**src/rtl/core/ifs_chaos_game_point_generator_assert.svh**
```systemverilog
// assertion macros for the chaos game point generator
`ifndef IFS_CHAOS_GAME_POINT_GENERATOR_ASSERT_SVH
`define IFS_CHAOS_GAME_POINT_GENERATOR_ASSERT_SVH

`ifndef SYNTH
`define IFSCG_ASSERT(label, clk, rst, prop, msg) \
   label: assert property (@(posedge clk) disable iff (rst) prop) else $error(msg);
`define IFSCG_ASSERT_NEXT(label, clk, rst, ante, cons, msg) \
   label: assert property (@(posedge clk) disable iff (rst) (ante) |=> (cons)) else $error(msg);
`else
`define IFSCG_ASSERT(label, clk, rst, prop, msg)
`define IFSCG_ASSERT_NEXT(label, clk, rst, ante, cons, msg)
`endif

`endif

```
**src/rtl/core/ifscg_pkg.sv**
```systemverilog
package ifscg_pkg;

   localparam int unsigned WORDS_PER_MAP = 7;
   localparam int unsigned COEF_COLS     = 6;
   localparam int unsigned PROB_COL      = 6;
   localparam int unsigned COL_A         = 0;
   localparam int unsigned COL_B         = 1;
   localparam int unsigned COL_C         = 2;
   localparam int unsigned COL_D         = 3;
   localparam int unsigned COL_E         = 4;
   localparam int unsigned COL_F         = 5;
   localparam int unsigned COLOR_MAX     = 255;

   localparam int unsigned CSR_IDX_W  = 2;
   localparam int unsigned CSR_DATA_W = 20;

   localparam logic [CSR_IDX_W-1:0] CSR_PRECISION = 2'd0;
   localparam logic [CSR_IDX_W-1:0] CSR_GRADIENT  = 2'd1;
   localparam logic [CSR_IDX_W-1:0] CSR_MAX_PTS   = 2'd2;
   localparam logic [CSR_IDX_W-1:0] CSR_BATCH_LEN = 2'd3;

   localparam logic [13:0] PRECISION_RST = 14'd6;
   localparam logic [8:0]  GRADIENT_RST  = 9'd1;
   localparam logic [19:0] MAX_PTS_RST   = 20'd100000;
   localparam logic [13:0] BATCH_LEN_RST = 14'd1000;

   typedef enum logic [1:0] {
      OP_LOAD    = 2'd0,
      OP_STEP    = 2'd1,
      OP_RESTART = 2'd2
   } op_type;

   typedef enum logic [2:0] {
      ST_IDLE,
      ST_CUM,
      ST_SEL,
      ST_MULX,
      ST_MULY,
      ST_SUM,
      ST_SCALE,
      ST_OUT
   } state_type;

   typedef struct packed {
      logic [1:0]         operation;
      logic [4:0]         coef_slot;
      logic signed [31:0] coef_value;
      logic [15:0]        random_fraction;
   } req_type;

   typedef struct packed {
      logic signed [31:0] point_x;
      logic signed [31:0] point_y;
      logic [7:0]         red;
      logic [7:0]         green;
      logic [7:0]         blue;
   } rsp_type;

   typedef struct packed {
      logic load;
      logic clear_cur;
      logic capture;
      logic cum;
      logic sel;
      logic mul_x;
      logic mul_y;
      logic sum;
      logic scale;
      logic out;
   } cmd_type;

   typedef struct packed {
      logic out_free;
   } status_type;

   function automatic logic signed [31:0] sat32(input logic signed [63:0] v);
      logic signed [31:0] r;
      if (v[63:31] != {33{v[63]}}) begin
         r = v[63] ? 32'sh8000_0000 : 32'sh7FFF_FFFF;
      end else begin
         r = v[31:0];
      end
      return r;
   endfunction

   // min(255, floor(mag * grad / 2^16))
   function automatic logic [7:0] channel(input logic [32:0] mag, input logic [8:0] grad);
      logic [32:0] prod;
      logic [7:0]  r;
      prod = 33'(mag[23:0]) * 33'(grad);
      if (grad == '0) begin
         r = '0;
      end else if (mag[32:24] != '0) begin
         r = 8'(COLOR_MAX);
      end else if (prod[32:24] != '0) begin
         r = 8'(COLOR_MAX);
      end else begin
         r = prod[23:16];
      end
      return r;
   endfunction

endpackage

```
**src/rtl/core/ifscg_ctrl.sv**
```systemverilog
module ifscg_ctrl (
   input  logic                   clock,
   input  logic                   reset,
   input  logic                   req_valid,
   output logic                   req_ready,
   input  logic [1:0]             req_op,
   input  logic [19:0]            max_points,
   input  logic [13:0]            batch_length,
   input  ifscg_pkg::status_type  status,
   output ifscg_pkg::cmd_type     cmd
);

   ifscg_pkg::state_type state_ff, state_in;
   logic [13:0] pos_ff, pos_in, pos_inc;
   logic [19:0] count_ff, count_in;
   logic        stop;

   assign stop    = (pos_ff == '0) && (count_ff >= max_points);
   assign pos_inc = pos_ff + 14'd1;

   always_comb begin
      state_in = state_ff;
      unique case (state_ff)
         ifscg_pkg::ST_IDLE: begin
            if (req_valid && (req_op == ifscg_pkg::OP_STEP) && !stop) begin
               state_in = ifscg_pkg::ST_CUM;
            end
         end
         ifscg_pkg::ST_CUM:   state_in = ifscg_pkg::ST_SEL;
         ifscg_pkg::ST_SEL:   state_in = ifscg_pkg::ST_MULX;
         ifscg_pkg::ST_MULX:  state_in = ifscg_pkg::ST_MULY;
         ifscg_pkg::ST_MULY:  state_in = ifscg_pkg::ST_SUM;
         ifscg_pkg::ST_SUM:   state_in = ifscg_pkg::ST_SCALE;
         ifscg_pkg::ST_SCALE: state_in = ifscg_pkg::ST_OUT;
         ifscg_pkg::ST_OUT: begin
            if (status.out_free) begin
               state_in = ifscg_pkg::ST_IDLE;
            end
         end
      endcase
   end

   always_comb begin
      cmd       = '0;
      req_ready = 1'b0;
      unique case (state_ff)
         ifscg_pkg::ST_IDLE: begin
            req_ready = 1'b1;
            if (req_valid) begin
               unique case (req_op)
                  ifscg_pkg::OP_LOAD: cmd.load = 1'b1;
                  ifscg_pkg::OP_STEP: begin
                     cmd.clear_cur = (pos_ff == '0);
                     cmd.capture   = !stop;
                  end
                  ifscg_pkg::OP_RESTART: cmd.clear_cur = 1'b1;
                  default: ;
               endcase
            end
         end
         ifscg_pkg::ST_CUM:   cmd.cum   = 1'b1;
         ifscg_pkg::ST_SEL:   cmd.sel   = 1'b1;
         ifscg_pkg::ST_MULX:  cmd.mul_x = 1'b1;
         ifscg_pkg::ST_MULY:  cmd.mul_y = 1'b1;
         ifscg_pkg::ST_SUM:   cmd.sum   = 1'b1;
         ifscg_pkg::ST_SCALE: cmd.scale = 1'b1;
         ifscg_pkg::ST_OUT:   cmd.out   = status.out_free;
      endcase
   end

   // batch position and point count
   always_comb begin
      pos_in   = pos_ff;
      count_in = count_ff;
      priority if ((state_ff == ifscg_pkg::ST_IDLE) && req_valid &&
                   (req_op == ifscg_pkg::OP_RESTART)) begin
         pos_in   = '0;
         count_in = '0;
      end else if ((state_ff == ifscg_pkg::ST_OUT) && status.out_free) begin
         pos_in   = (pos_inc >= batch_length) ? '0 : pos_inc;
         count_in = (count_ff != '1) ? count_ff + 20'd1 : count_ff;
      end else begin
         pos_in   = pos_ff;
         count_in = count_ff;
      end
   end

   always_ff @(posedge clock) begin
      if (reset) begin
         state_ff <= ifscg_pkg::ST_IDLE;
         pos_ff   <= '0;
         count_ff <= '0;
      end else begin
         state_ff <= state_in;
         pos_ff   <= pos_in;
         count_ff <= count_in;
      end
   end

endmodule

```
**config.mk**
```make
export PLATFORM = sky130hd
export DESIGN_NAME = ifscg_ctrl
export DESIGN_NICKNAME = d
export VERILOG_FILES = /design/src/rtl/core/ifs_chaos_game_point_generator_assert.svh /design/src/rtl/core/ifscg_pkg.sv /design/src/rtl/core/ifscg_ctrl.sv
export SDC_FILE = /design/constraint.sdc
export NUM_CORES = 1
export LEC_CHECK = 0
export BUFFER_PORTS_ARGS = -buffer_cell sky130_fd_sc_hd__buf_2
export CORE_ASPECT_RATIO = 1.4
export CORE_UTILIZATION = 26
export DETAILED_ROUTE_END_ITERATION = 16
export MAX_ROUTING_LAYER = met4
export PLACE_DENSITY = 0.5
export SYNTH_ARGS = -nofsm -noshare
export SYNTH_HDL_FRONTEND = slang
export SYNTH_SLANG_ARGS = --single-unit
```
**constraint.sdc**
```tcl
create_clock -name clock -period 4.75 [get_ports clock]
set_input_delay 0.95 -clock clock [delete_from_list [all_inputs] [get_ports clock]]
set_output_delay 0.95 -clock clock [all_outputs]
set_load 0.005 [all_outputs]
```
==> impl_metrics.json <==
{
  "switchingPower_uw": 166,
  "die_h_um": 126,
  "synth_cell_type_count": 52,
  "dieWidth_um": 90.3,
  "grt_setup_unrepaired": "no",
  "vias_per_cell": 4.72,
  "tightest_slew_ns": 1.13,
  "critPathKind": "primary input to output port",
  "io_pins": 51,
  "totalWireLength_mm": 6.53,
  "synth_cells": 349,
  "root_buffer": "clkbuf_16",
  "netlist.area_leader.share_pct": 26.1,
  "cts_buffers": 5,
  "post-route-period-util_pct": 80.8,
  "final-hold-violation-count": 0,
  "crit_arrival_ns": 2.89,
  "synth-edff-count": 0,
  "numPortBuffers": 50,
  "drive_gt1_share_pct": 17.2,
  "synth_top_cells_by_area": "dfxtp_1, ha_1, xnor2_1",
  "drt-initial-drc-count": 86,
  "yosys_warnings": 0,
  "hpwlAfterDp_mm": 5.17,
  "grt_pass1_vias": 2439,
  "period_minus_slack_ns": 3.84,
  "htree_levels": 2,
  "critPathRequiredTime_ns": 3.80,
  "p_per_area_nw_per_um2": 216,
  "coreArea_um2": 10500,
  "netSwitchingFraction_pct": 23.0,
  "comb_power_share_pct": 10.3,
  "clk_pin_slew_ns": 0.05,
  "grt_max_degree": 35,
  "synth_ff_type": "dfxtp_1",
  "hp-class": "register to register",
  "grt_first_pass_wirelength_mm": 11.1,
  "sequentialPowerShare_pct": 44.8,
  "antenna_found_initial": 0,
  "timing.fmax_mhz": 260,
  "p_leak_nw": 1.62,
  "synth_top_area_cell": "dfxtp_1",
  "remaining_drc_errors": 0,
  "setup.worst_path.start_class": "primary input",
  "antenna_cells": 0,
  "async_reset_ff_share_pct": 0,
  "grt.total_usage_pct": 12.4,
  "synthTopCellsByCount": "inv_1, nor2_1, ha_1, dfxtp_1",
  "maxCapViolCount": 0,
  "ys_seq_area_share_pct": 26.1,
  "fin_nets": 476,
  "overflow": 0,
  "initial_utilization_pct": 27.0,
  "die_area_um2": 11300,
  "postRouteAntennaNets": 0,
  "outcome": "finished, final reports clean",
  "wire_per_inst_um": 12.2,
  "cts_hold_buf": 0,
  "clock_sinks": 37,
  "max-clock-path-buffers": 2,
  "post_cts_resized": 0,
  "intPower_uw": 556,
  "finClkSkew_ns": 0.00179,
  "cp_max_fo": 2,
  "dr.pass1.iters": 4,
  "peakVddDrop_v": 0.000109,
  "regArea_um2": 741,
  "syn2layout_area_growth_pct": 17.8,
  "ys_seq_elements": 37,
  "slew_headroom_pct": 25.0,
  "final_max_slew_viol_count": 0,
  "synth_area_um2": 2840,
  "finalPower_uw": 721,
  "syn-num-nets": 429,
  "post_cts_buffers": 0,
  "tns_ns": 0,
  "clock_latency_ns": 0.27,
  "rows": 44,
  "dr_total_vias": 2523,
  "syn_area_per_cell_um2": 8.13,
  "cp-end-kind": "output port",
  "fillers": 1113,
  "multiInputGateArea_um2": 1870,
  "cts_tree": "yes",
  "setup_viol": 0,
  "clkPwrFrac_pct": 44.8,
  "globalplace.congestion": 0.787
}
-- kinds of logic after synthesis --
| logic type | after synthesis | share of synthesized area (%) |
|---|---|---|
| adder cells (fa/ha/maj) | 40 | 17.6 |
| AO/OA/AOI/OAI | 58 | 14.2 |
| XOR/XNOR | 26 | 8.03 |
| buffers and inverters | 53 | 7.81 |
| flip-flops | 37 | 26.1 |
| AND/OR/NAND/NOR | 135 | 26.2 |
-- area by class of cell --
class,instances,share of cell area [%]
inverter,43,4.83
sequential,37,22.2
clock buffer,7,4.27
timing repair buffer,50,7.49
tap,138,5.17
multi-input combinational,259,56.1
-- metal layers --
layer  GRT usage [%]  wire length (µm)  up-vias
li1                -                 -     1318
met1            12.8              2690     1158
met2            23.0              3500       37
met3            2.07               138       10
met4            5.03               201        0
met5               -                 0        -
-- critical path: stages --
cell      delay [ns]
buf_2           0.07
inv_1           0.03
ha_1            0.29
a21o_1          0.16
a221o_1         0.35
a221oi_1        0.65
a21oi_1         0.14
nor2_1          0.13
buf_2           0.12
-- sequential cells by signal, indices dropped and copies added, names as in the netlist --
name      flops
count_ff     20
pos_ff       14
state_ff      3
-- per-stage QoR --
stage | utilization [%] | hold WS [ns] | cells | area (µm²) | worst slack (ns)
floorplan | - | 0.462 | 349 | 2840 | 1.51
global placement | 30.4 | 0.481 | 527 | 3200 | 0.905
detailed placement | 30.4 | 0.499 | 527 | 3200 | 0.892
CTS | 31.8 | 0.514 | 534 | 3340 | 0.893
global route | 31.8 | 0.538 | 534 | 3340 | 0.791
finish | 31.8 | 0.516 | 534 | 3340 | 0.910
-- layout by cell type (no fill, tap or decap), types with 2 or more instances in the layout --
master	instances
buf_2	50
inv_1	41
nor2_1	41
ha_1	40
dfxtp_1	37
nand3_1	19
nand2_1	19
xnor2_1	18
a21oi_1	13
a22oi_1	12
nor3_1	11
and3_1	9
nand4_1	9
xor2_1	8
a31oi_1	5
clkbuf_16	5
and4_1	4
and2_1	4
a21o_1	4
a211oi_1	4
o21ai_0	4
nand4_4	2
inv_2	2
and3b_1	2
nor3b_1	2
nor4_1	2
a211o_1	2
o21ai_1	2
o21a_1	2
-- worst paths after layout --
| check | startpoint | end | slack [ns] | cells past startpoint |
|---|---|---|---|---|
| min | pos_ff[9] | pos_ff[9] | 0.52 | 2 |
| max reg2reg | pos_ff[2] | pos_ff[9] | 1.52 | 11 |
| max | max_points[14] | cmd[7] | 0.91 | 9 |
| min reg2reg | pos_ff[9] | pos_ff[9] | 0.52 | 2 |
-- power groups by stage --
| stage | Combinational (mW) | Clock, mW | Sequential (mW) |
|---|---|---|---|
| floorplan | 0.0545 | 0 | 0.321 |
| global placement | 0.0741 | 0 | 0.330 |
| detailed placement | 0.0765 | 0 | 0.330 |
| CTS | 0.0769 | 0.331 | 0.323 |
| global route | 0.0863 | 0.348 | 0.324 |
| finish | 0.0744 | 0.323 | 0.323 |
Power figures use the tool's default switching activity.
